<file path="src/sv/teoq_pkg.sv">
package teoq_pkg;

	localparam int QUEUE_DEPTH_DEFAULT = 16;
	localparam int OCC_W = 5;

	typedef enum logic {
		OP_INSERT = 1'b0,
		OP_REMOVE = 1'b1
	} opcode_t;

	typedef enum logic [1:0] {
		ST_OK        = 2'd0,
		ST_UNDERFLOW = 2'd1,
		ST_OVERFLOW  = 2'd2
	} status_t;

	// One stored event; the time is the sort key.
	typedef struct packed {
		logic [1:0]  event_type;
		logic [31:0] event_time;
		logic [7:0]  customer_tag;
	} entry_t;

	typedef struct packed {
		opcode_t     opcode;
		logic [1:0]  event_type;
		logic [31:0] event_time;
		logic [7:0]  customer_tag;
	} req_t;

	typedef struct packed {
		status_t          status;
		logic [1:0]       head_type;
		logic [31:0]      head_time;
		logic [7:0]       head_tag;
		logic [OCC_W-1:0] occupancy;
	} rsp_t;

	// Operation broadcast to every cell of the row.
	typedef struct packed {
		logic insert;
		logic remove;
	} cell_ctl_t;

endpackage

</file>
<file path="src/sv/teoq_req_if.sv">
interface teoq_req_if;
	logic             valid;
	logic             ready;
	teoq_pkg::req_t   payload;

	modport source (output valid, output payload, input ready);
	modport sink (input valid, input payload, output ready);
endinterface

</file>
<file path="src/sv/teoq_rsp_if.sv">
interface teoq_rsp_if;
	logic             valid;
	logic             ready;
	teoq_pkg::rsp_t   payload;

	modport source (output valid, output payload, input ready);
	modport sink (input valid, input payload, output ready);
endinterface

</file>
<file path="src/sv/teoq_cell.sv">
module teoq_cell (
	input  logic                clk,
	input  teoq_pkg::cell_ctl_t ctl,
	input  logic                occupied,
	input  logic                is_tail,
	input  teoq_pkg::entry_t    fresh,
	input  teoq_pkg::entry_t    left_entry,
	input  logic                left_gt,
	input  teoq_pkg::entry_t    right_entry,
	output teoq_pkg::entry_t    entry,
	output logic                gt
);

	teoq_pkg::entry_t entry_q;
	teoq_pkg::entry_t entry_d;

	// A stored entry later than the new one has to move one place back.
	assign gt = occupied && (entry_q.event_time > fresh.event_time);

	always_comb begin
		entry_d = entry_q;
		if (ctl.insert) begin
			if (left_gt) begin
				entry_d = left_entry;
			end else if (gt || is_tail) begin
				entry_d = fresh;
			end
		end else if (ctl.remove) begin
			entry_d = right_entry;
		end
	end

	always_ff @(posedge clk) begin
		entry_q <= entry_d;
	end

	assign entry = entry_q;

endmodule

</file>
<file path="src/sv/time_ordered_event_queue_core.sv">
// Time-ordered event queue: a sorted list of up to QUEUE_DEPTH events (type, time,
// customer tag) held in a row of cells, the earliest time at the head. An insert
// request places the event behind every stored event with an equal or earlier time,
// so equal times leave first in, first out; a remove request returns the head event.
// Every request gives exactly one response with a status (ok, underflow on a remove
// from an empty queue, overflow on an insert into a full queue, which drops the event)
// and the occupancy after the operation. All cells compare their time with the new one
// in parallel and shift toward their neighbor in the same cycle, so a new request is
// taken every cycle while the response register is free or being emptied. There is no
// clearing pass after reset; the contents of an unoccupied cell are never shown.
module time_ordered_event_queue_core #(
	parameter int QUEUE_DEPTH = teoq_pkg::QUEUE_DEPTH_DEFAULT
) (
	input logic        clk,
	input logic        arst_n,
	teoq_req_if.sink   req,
	teoq_rsp_if.source rsp
);

	localparam int CNT_W = $clog2(QUEUE_DEPTH + 1);

	logic [CNT_W-1:0]  count_q;
	logic [CNT_W-1:0]  count_d;
	logic              rsp_valid_q;
	teoq_pkg::rsp_t    rsp_q;
	teoq_pkg::rsp_t    rsp_d;
	logic              accept;
	logic              full;
	logic              empty;
	teoq_pkg::cell_ctl_t ctl;
	teoq_pkg::entry_t  fresh;
	teoq_pkg::entry_t  cell_entry [QUEUE_DEPTH];
	logic              cell_gt [QUEUE_DEPTH];

	// The response register frees itself in the same cycle it is read, so the
	// queue only stalls while a finished response is still waiting.
	assign req.ready = !rsp_valid_q || rsp.ready;
	assign accept    = req.valid && req.ready;

	assign full  = (count_q == CNT_W'(QUEUE_DEPTH));
	assign empty = (count_q == '0);

	assign fresh.event_type   = req.payload.event_type;
	assign fresh.event_time   = req.payload.event_time;
	assign fresh.customer_tag = req.payload.customer_tag;

	assign ctl.insert = accept && (req.payload.opcode == teoq_pkg::OP_INSERT) && !full;
	assign ctl.remove = accept && (req.payload.opcode == teoq_pkg::OP_REMOVE) && !empty;

	// Row of cells. Each one sees the new event and its two neighbors; cell zero
	// is the head, the cell at the current count is the first free place.
	for (genvar g = 0; g < QUEUE_DEPTH; g++) begin : g_cell
		localparam logic [CNT_W-1:0] IDX = CNT_W'(g);
		teoq_pkg::entry_t left_entry;
		teoq_pkg::entry_t right_entry;
		logic             left_gt;

		if (g == 0) begin : g_head
			assign left_entry = fresh;
			assign left_gt    = 1'b0;
		end else begin : g_mid
			assign left_entry = cell_entry[g-1];
			assign left_gt    = cell_gt[g-1];
		end

		if (g == QUEUE_DEPTH - 1) begin : g_last
			assign right_entry = cell_entry[g];
		end else begin : g_inner
			assign right_entry = cell_entry[g+1];
		end

		teoq_cell u_cell (
			.clk         (clk),
			.ctl         (ctl),
			.occupied    (IDX < count_q),
			.is_tail     (IDX == count_q),
			.fresh       (fresh),
			.left_entry  (left_entry),
			.left_gt     (left_gt),
			.right_entry (right_entry),
			.entry       (cell_entry[g]),
			.gt          (cell_gt[g])
		);
	end

	always_comb begin
		count_d = count_q;
		if (ctl.insert) begin
			count_d = count_q + CNT_W'(1);
		end else if (ctl.remove) begin
			count_d = count_q - CNT_W'(1);
		end
	end

	// The response reports the head as it stood before the shift.
	always_comb begin
		rsp_d           = '0;
		rsp_d.status    = teoq_pkg::ST_OK;
		rsp_d.occupancy = teoq_pkg::OCC_W'(count_d);
		if (req.payload.opcode == teoq_pkg::OP_INSERT) begin
			if (full) begin
				rsp_d.status = teoq_pkg::ST_OVERFLOW;
			end
		end else if (empty) begin
			rsp_d.status = teoq_pkg::ST_UNDERFLOW;
		end else begin
			rsp_d.head_type = cell_entry[0].event_type;
			rsp_d.head_time = cell_entry[0].event_time;
			rsp_d.head_tag  = cell_entry[0].customer_tag;
		end
	end

	always_ff @(posedge clk or negedge arst_n) begin
		if (!arst_n) begin
			count_q     <= '0;
			rsp_valid_q <= 1'b0;
		end else begin
			count_q <= count_d;
			if (accept) begin
				rsp_valid_q <= 1'b1;
			end else if (rsp.ready) begin
				rsp_valid_q <= 1'b0;
			end
		end
	end

	always_ff @(posedge clk) begin
		if (accept) begin
			rsp_q <= rsp_d;
		end
	end

	assign rsp.valid   = rsp_valid_q;
	assign rsp.payload = rsp_q;

endmodule

</file>
<file path="src/flat_wrapper.sv">
// flat-port wrapper written by rule: the top's interface ports become plain ports
module time_ordered_event_queue_core_flat 
#(
	parameter int QUEUE_DEPTH = teoq_pkg::QUEUE_DEPTH_DEFAULT
)
  (clk, arst_n, req_valid, req_payload, req_ready, rsp_valid, rsp_payload, rsp_ready);
  teoq_req_if req_i ();
  teoq_rsp_if rsp_i ();
  input logic clk;
  input logic arst_n;
  input wire logic [$bits(req_i.valid)-1:0] req_valid;
  input wire logic [$bits(req_i.payload)-1:0] req_payload;
  output wire logic [$bits(req_i.ready)-1:0] req_ready;
  output wire logic [$bits(rsp_i.valid)-1:0] rsp_valid;
  output wire logic [$bits(rsp_i.payload)-1:0] rsp_payload;
  input wire logic [$bits(rsp_i.ready)-1:0] rsp_ready;
  assign req_i.valid = req_valid;
  assign req_i.payload = req_payload;
  assign req_ready = req_i.ready;
  assign rsp_valid = rsp_i.valid;
  assign rsp_payload = rsp_i.payload;
  assign rsp_i.ready = rsp_ready;
  time_ordered_event_queue_core #(.QUEUE_DEPTH(QUEUE_DEPTH)) u_core (.clk(clk), .arst_n(arst_n), .req(req_i), .rsp(rsp_i));
endmodule
</file>
<file path="config.mk">
export PLATFORM = sky130hd
export DESIGN_NAME = time_ordered_event_queue_core_flat
export DESIGN_NICKNAME = d
export VERILOG_FILES = /design/src/sv/teoq_pkg.sv /design/src/sv/teoq_req_if.sv /design/src/sv/teoq_rsp_if.sv /design/src/sv/teoq_cell.sv /design/src/sv/time_ordered_event_queue_core.sv /design/src/flat_wrapper.sv
export SDC_FILE = /design/constraint.sdc
export NUM_CORES = 2
export LEC_CHECK = 0
export ABC_AREA = 1
export ABC_CLOCK_PERIOD_IN_PS = 9700
export BUFFER_PORTS_ARGS = -buffer_cell sky130_fd_sc_hd__buf_2
export CORE_MARGIN = 4
export CORE_UTILIZATION = 65
export CTS_CLUSTER_DIAMETER = 50
export DETAILED_ROUTE_END_ITERATION = 7
export PLACE_DENSITY = 0.82
export SETUP_SLACK_MARGIN = 0.4
export SKIP_LAST_GASP = 1
export SYNTH_ARGS = -nofsm -noshare
export SYNTH_HDL_FRONTEND = slang
export SYNTH_SLANG_ARGS = --single-unit
</file>
<file path="constraint.sdc">
create_clock -name clk -period 9.7 [get_ports clk]
set_input_delay 0.97 -clock clk [delete_from_list [all_inputs] [get_ports clk]]
set_output_delay 0.97 -clock clk [all_outputs]
set_load 0.01 [all_outputs]
</file>
# ---- Yosys cells after proc, flatten, opt, wreduce, memory -nomap -nowiden
# Cells that the tools add are included.
dict set report totals {
  out_inout_bits 51
  input_bits 47
  latchBits 0
  memories 0
  elab_cells 251
  ram_bits 0
  mem_bits_ro 0
  reg_bits 727
}
dict set report classes {
  magnitude_cmp 32
  bitwise_logic 1
  eq_ne 31
  addsub 2
  reduce_logical 62
  n_mux 68
  div_mod_pow 0
  shifts 0
  multipliers 0
}
# operator n
set ops {}
lappend ops {{$mux 42} 61}
lappend ops {{$gt 32x32->1} 16}
lappend ops {{$ne 3x3->1 const B} 14}
lappend ops {{$eq 4x5->1 const A} 8}
lappend ops {{$lt 4x5->1 const A} 8}
lappend ops {{$reduce_and 2->1} 16}
lappend ops {{$logic_and 1x1->1} 21}
lappend ops {{$eq 3x5->1 const A} 4}
lappend ops {{$lt 3x5->1 const A} 4}
lappend ops {{$logic_or 1x1->1} 17}
lappend ops {{$eq 2x5->1 const A} 2}
lappend ops {{$lt 1x5->1 const A} 2}
lappend ops {{$lt 2x5->1 const A} 2}
lappend ops {{$mux 5} 2}
lappend ops {{$reduce_bool 2->1} 3}
lappend ops {{$add 5x1->5 const B} 1}
lappend ops {{$eq 1x5->1 const A} 1}
lappend ops {{$eq 5x5->1 const B} 1}
lappend ops {{$logic_not 5->1} 1}
lappend ops {{$sub 5x1->5 const B} 1}
lappend ops {{$mux 2} 2}
lappend ops {{$logic_not 1->1} 3}
lappend ops {{$mux 1} 3}
lappend ops {{$ne 2x2->1 const B} 1}
lappend ops {{other kinds (2)} 2}

# ---- Depth between registers and ports, before layout
dict set report logic_depth {
  word_depth 7
  depth_mapped 18
  ltp_nobuf 17
}

# ---- Modules after synthesis
# From an unflattened synthesis, not the netlist that was laid out.
dict set report unflattened {
  cells_unflattened 6255
  area_unflattened_um2 49941.6
}
# module instances seq_area_each_um2 area_per_inst_um2 cells_each
set by_module_without_submodules {}
lappend by_module_without_submodules {teoq_cell 16 1261.2 2959.1 374}
lappend by_module_without_submodules {time_ordered_event_queue_core 1 1621.6 2596.2 271}

# ---- Worst setup path before layout
# No wires, ideal clock.
dict set report synth_path {
  kind {input-to-reg}
  from {in req_payload[39]}
  to {reg u_core.g_cell[0].u_cell.entry_q, in the netlist u_core.g_cell[0].u_cell.entry[0] (enable)}
  setup_slack_ps 4107
  t_required_ps 9233
  stages 11
  arrival_ps 5126
  path_buffers 2
  setup_time_ps 467
  path_cell_list {clkinv_1 clkbuf_1 ha_1 nand2_1 nor3_1 nor2b_1 nand2_1 nand2_1 nand2_1 buf_2 a31oi_1}
}
dict set report synth_between {
  elab_chain_len 5
}
# element line
set synth_rtl {}
lappend synth_rtl {{from (decl)} flat_wrapper.sv:12} ;# input wire logic [$bits(req_i.payload)-1:0] req_payload;
lappend synth_rtl {{$gt 32x32->1} teoq_cell.sv:18} ;# assign gt = occupied && (entry_q.event_time > fresh.event_time);
lappend synth_rtl {{$logic_and 1x1->1} teoq_cell.sv:18}
lappend synth_rtl {{$logic_or 1x1->1} teoq_cell.sv:25} ;# end else if (gt || is_tail) begin
lappend synth_rtl {{$ne 2x2->1 (no source line)} n/a}
lappend synth_rtl {{$reduce_and 2->1 (no source line)} n/a}
lappend synth_rtl {{to (signal assigned)} teoq_cell.sv:34} ;# entry_q <= entry_d;
lappend synth_rtl {{to (decl)} teoq_cell.sv:14} ;# teoq_pkg::entry_t entry_q;
# Every way passes these cells.
# A chain may end at the register's enable or synchronous reset.

==> results.md <==
- The flow ran to the end, and the final reports show no timing, DRC or antenna violations.
- The die width is between 200 and 300 um.
- Routability-driven placement finished with a final weighted congestion of a little over 0.9.
- The count of mapped cells out of synthesis is between 6000 and 7000.
- Setup violations remaining at the end of the flow were counted as 0.
- The HPWL after detailed placement is around 95 mm.
- In this run the remaining antenna-violating nets after routing total 0.
- The portion of synthesized cell area occupied by the leading cell type is between 40% and 50%.
- The leading cell type by number of instances after synthesis is sky130_fd_sc_hd__nand2_1.
- The final number of hold-violating endpoints is 0.
- At the later pin of the worst-skew pair, clock insertion delay measures between 0.6 and 0.7 ns.
- The worst setup path is captured at a flop.
- The sum of negative setup slack is 0 ns.
- Counting every net in the synthesized netlist gives between 7000 and 8000.
- The mapped netlist covers between 50000 and 60000 um^2.
- In this run the worst path has a maximum fanout of around 100.
- The global-route wire length before repair is roughly 220 mm.
- The number of clock buffers added by TritonCTS is 97.
- The routed wire length is 137.7 mm.
- For the worst setup path, the data required time is a little over 10 ns.
- The count of distinct cell types in the synthesized netlist is 32.
- After filler insertion, the fill cell instance count of the layout stands at just over 6000.
- After layout, the worst path uses between 50% and 60% of the clock period.
- The number of max-slew violations in the final report is 0.
- Post-CTS repair changed the size of 0 cells.
- For this design the top-level I/O count stands at about 100.
- The most numerous cell type found on the critical path is sky130_fd_sc_hd__buf_4.
- The clock tree root driver cell is sky130_fd_sc_hd__clkbuf_16.
- In the post-synthesis netlist, the biggest area contributors are sky130_fd_sc_hd__edfxtp_1, sky130_fd_sc_hd__nand2_1, sky130_fd_sc_hd__ha_1, sky130_fd_sc_hd__nand3_1, sky130_fd_sc_hd__inv_1.
- Across all register-to-register paths, the minimum setup slack is between 4 and 5 ns.
- The final worst hold slack is about 0.15 ns.
- The final core area utilization is between 70% and 80%.
- The number of nets in the final layout is just over 7000.
- The routed design could run at a clock period as short as between 5 and 6 ns.
- The data arrival time at the worst-slack endpoint is ~6 ns.
- The post-detailed-route DRC marker count is 0.
- After global routing the overflow that remains totals 0.
- After detailed routing, the average wire length per cell comes to between 15 and 20 um.
- The worst setup slack before clock tree synthesis is approximately 4.1 ns.
- The H-tree was split into 3 levels.
- The number of violations reported at the end of detailed-routing iteration 0 is between 5000 and 6000.
- Input and output buffers added on the ports amount to 97.
- The TritonCTS clock tree is done.
- The total routing usage reported by global routing is 32.17%.
- Entering global routing, the biggest net connects between 200 and 250 pins.
- Setup slack on the critical path of the routed design comes to just over 4 ns.
- The number of placed cells counting well taps is 7627.
- The worst vdd rail ir drop is roughly 0.17 mV.
- The initial antenna violation count is 0.
- Relative to the synthesized area, the layout overhead comes to 8.562%.
- Timing would allow up to about 180 MHz.
- Traced cell by cell, the critical path runs through inv_1 -> ha_1 -> nand3_1 -> nand3_4 -> buf_4 -> buf_4 -> buf_4 -> nand2_1 -> nand2_1.
- The total number of yosys warnings is 0.
- The die height is 289.5 um.
- The clock sink count is just over 700.
- The area of the die is roughly 84000 um^2.
- The count of buffers added by post-CTS timing repair for setup is 0.
- At the pin with the least slew margin, the transition time is between 1 and 1.5 ns.
- The leakage power is 0.02765 uW.
- The number of inserted diodes is 0.
- In this run, synthesis inferred just over 700 flip-flops with an integrated enable.
- The initial standard-cell utilization of the core is 66.06%.
- The setup path with the least slack is of type flop to flop.
- Across the run, the number of max-cap violations was 0.
- The clock-pin slew on the worst setup and hold paths is about 0.060 ns.
- The slowest stage of the critical path is the sky130_fd_sc_hd__buf_4 cell.
- The routed layout has roughly 45000 vias.
- The dominant cell type by area after synthesis is sky130_fd_sc_hd__edfxtp_1.
- Setup repair after global routing left no endpoint under its margin.
- The worst relative slew slack is between 10% and 20%.
- The number of register bits inferred by synthesis is a little over 700.
- The sequential share of the synthesized area is 42.32%.
- The per-cell via count in the routed design is approximately 5.8.
- The number of global-route vias before repair is about 44000.
- The min-delay analysis places its worst path in the category input port to async pin.
- The most used flip-flop cell after synthesis is sky130_fd_sc_hd__edfxtp_1.
- Hold repair after CTS inserted 0 buffers.
- Counting along the longest clock path gives a buffer depth of 3.
- Counting instances in the post-synthesis netlist gives the leading cell types as sky130_fd_sc_hd__nand2_1, sky130_fd_sc_hd__nand3_1, sky130_fd_sc_hd__inv_1.
- The core region is roughly 78000 um^2.
- The post-route netlist has roughly 5.6% of its cells at a drive strength greater than 1.
- Row generation in the floorplan step produced ~100 rows.
- The proportion of synthesized flip-flops having asynchronous set or reset is less than 1%.
- The ratio of total power to cell area is between 200 and 250 nW/um^2.
- The largest single stage delay on the critical path is 1.00 ns.
- The type of element launching the critical path is a flop.
- The largest clock skew in the final design is between 0.02 and 0.03 ns.
- The first-pass iteration count of the detailed router is 6.
- The final non-filler cell total is a little under 8000.
- In this run the mean area of a mapped cell was roughly 7.6 um^2.
==> sequential cells by signal (all words and copies together), names as in the netlist <==
| name | flops |
|---|---|
| u_core.g_cell.u_cell.entry | 672 |
| u_core.rsp.payload | 49 |
| u_core.count_q | 5 |
| u_core.rsp.valid | 1 |
==> worst paths after layout <==
check / from / to / depth (start not counted)
setup / recovery: u_core.count_q[0]$_DFF_PN0_ / u_core.g_cell[14].u_cell.entry[27]$_DFFE_PP_ / 9
hold / removal: arst_n / u_core.count_q[4]$_DFF_PN0_ / 1
setup reg to reg: u_core.count_q[0]$_DFF_PN0_ / u_core.g_cell[14].u_cell.entry[27]$_DFFE_PP_ / 9
hold reg to reg: u_core.g_cell[15].u_cell.entry[1]$_DFFE_PP_ / u_core.g_cell[14].u_cell.entry[1]$_DFFE_PP_ / 2
max in group asynchronous: arst_n / u_core.count_q[3]$_DFF_PN0_ / 1
min in group clk: u_core.g_cell[15].u_cell.entry[1]$_DFFE_PP_ / u_core.g_cell[14].u_cell.entry[1]$_DFFE_PP_ / 2
==> metrics by stage <==
stage	instance area [um^2]	power, uW
floorplan	51510	8446
global route	55920	14410
detailed placement	52660	9815
CTS	55920	13500
finish	55920	13570
global placement	52660	9607
==> layout make-up <==
class | count | area [um^2] | share of cell area (%)
inverter | 767 | 2887 | 5.162
tap | 1040 | 1301 | 2.327
multi-input combinational | 4912 | 25510 | 45.62
sequential | 727 | 21800 | 38.98
clock inverter | 67 | 732.0 | 1.309
clock buffer | 114 | 2534 | 4.531
timing repair buffer | 181 | 1154 | 2.063
==> critical path, delay by kind of cell, from the launching register on <==
kind | cells | cell delay [ns]
buffers and inverters | 4 | 3.23
AND/OR/NAND/NOR | 4 | 1.10
flip-flops | 1 | 0.57
adder cells (fa/ha/maj) | 1 | 0.41
==> cells in the final DEF (no fill, tap or decap), types with 6 or more instances in the layout <==
| master | count |
|---|---|
| sky130_fd_sc_hd__edfxtp_1 | 721 |
| sky130_fd_sc_hd__o21ai_0 | 90 |
| sky130_fd_sc_hd__inv_6 | 9 |
| sky130_fd_sc_hd__o21a_1 | 23 |
| sky130_fd_sc_hd__buf_4 | 81 |
| sky130_fd_sc_hd__nand4_1 | 31 |
| sky130_fd_sc_hd__clkbuf_16 | 99 |
| sky130_fd_sc_hd__nand3_1 | 1216 |
| sky130_fd_sc_hd__clkinvlp_4 | 7 |
| sky130_fd_sc_hd__clkbuf_1 | 15 |
| sky130_fd_sc_hd__clkinv_4 | 10 |
| sky130_fd_sc_hd__nor2_4 | 12 |
| sky130_fd_sc_hd__dfrtp_1 | 6 |
| sky130_fd_sc_hd__a21oi_1 | 269 |
| sky130_fd_sc_hd__ha_1 | 517 |
| sky130_fd_sc_hd__buf_2 | 97 |
| sky130_fd_sc_hd__clkinv_1 | 40 |
| sky130_fd_sc_hd__bufinv_16 | 11 |
| sky130_fd_sc_hd__a21o_1 | 19 |
| sky130_fd_sc_hd__clkinv_2 | 17 |
| sky130_fd_sc_hd__a21oi_4 | 11 |
| sky130_fd_sc_hd__nand2_1 | 2422 |
| sky130_fd_sc_hd__nor2_1 | 275 |
| sky130_fd_sc_hd__inv_1 | 730 |
==> cell families after synthesis <==
kind of cell | count (synthesis) | share of synthesized area (%)
simple gates | 3969 | 32.07
buf+inv | 1133 | 8.550
flops | 727 | 42.32
fa+ha+maj | 517 | 12.56
compound gates | 423 | 4.450
xor+xnor | 3 | 0.05102
==> per-layer routing <==
metal  up-vias  part of all wire (%)  global-route usage (%)
met2      2104                    47                   54.84
met3       259                   8.5                   4.988
met5         -                     0                       0
li1      22180                     -                       -
met4         0                   3.0                   11.03
met1     20830                    41                   42.16
==> report_power, final <==
group,switching [uW],leakage (uW),total [uW],internal (uW)
combinational,3530,0.0193,4970,1440
sequential,475,0.00679,4940,4470
clock,1480,0.00159,3660,2180
total,5480,0.0276,13600,8090
(Power assumes the default switching activity.)
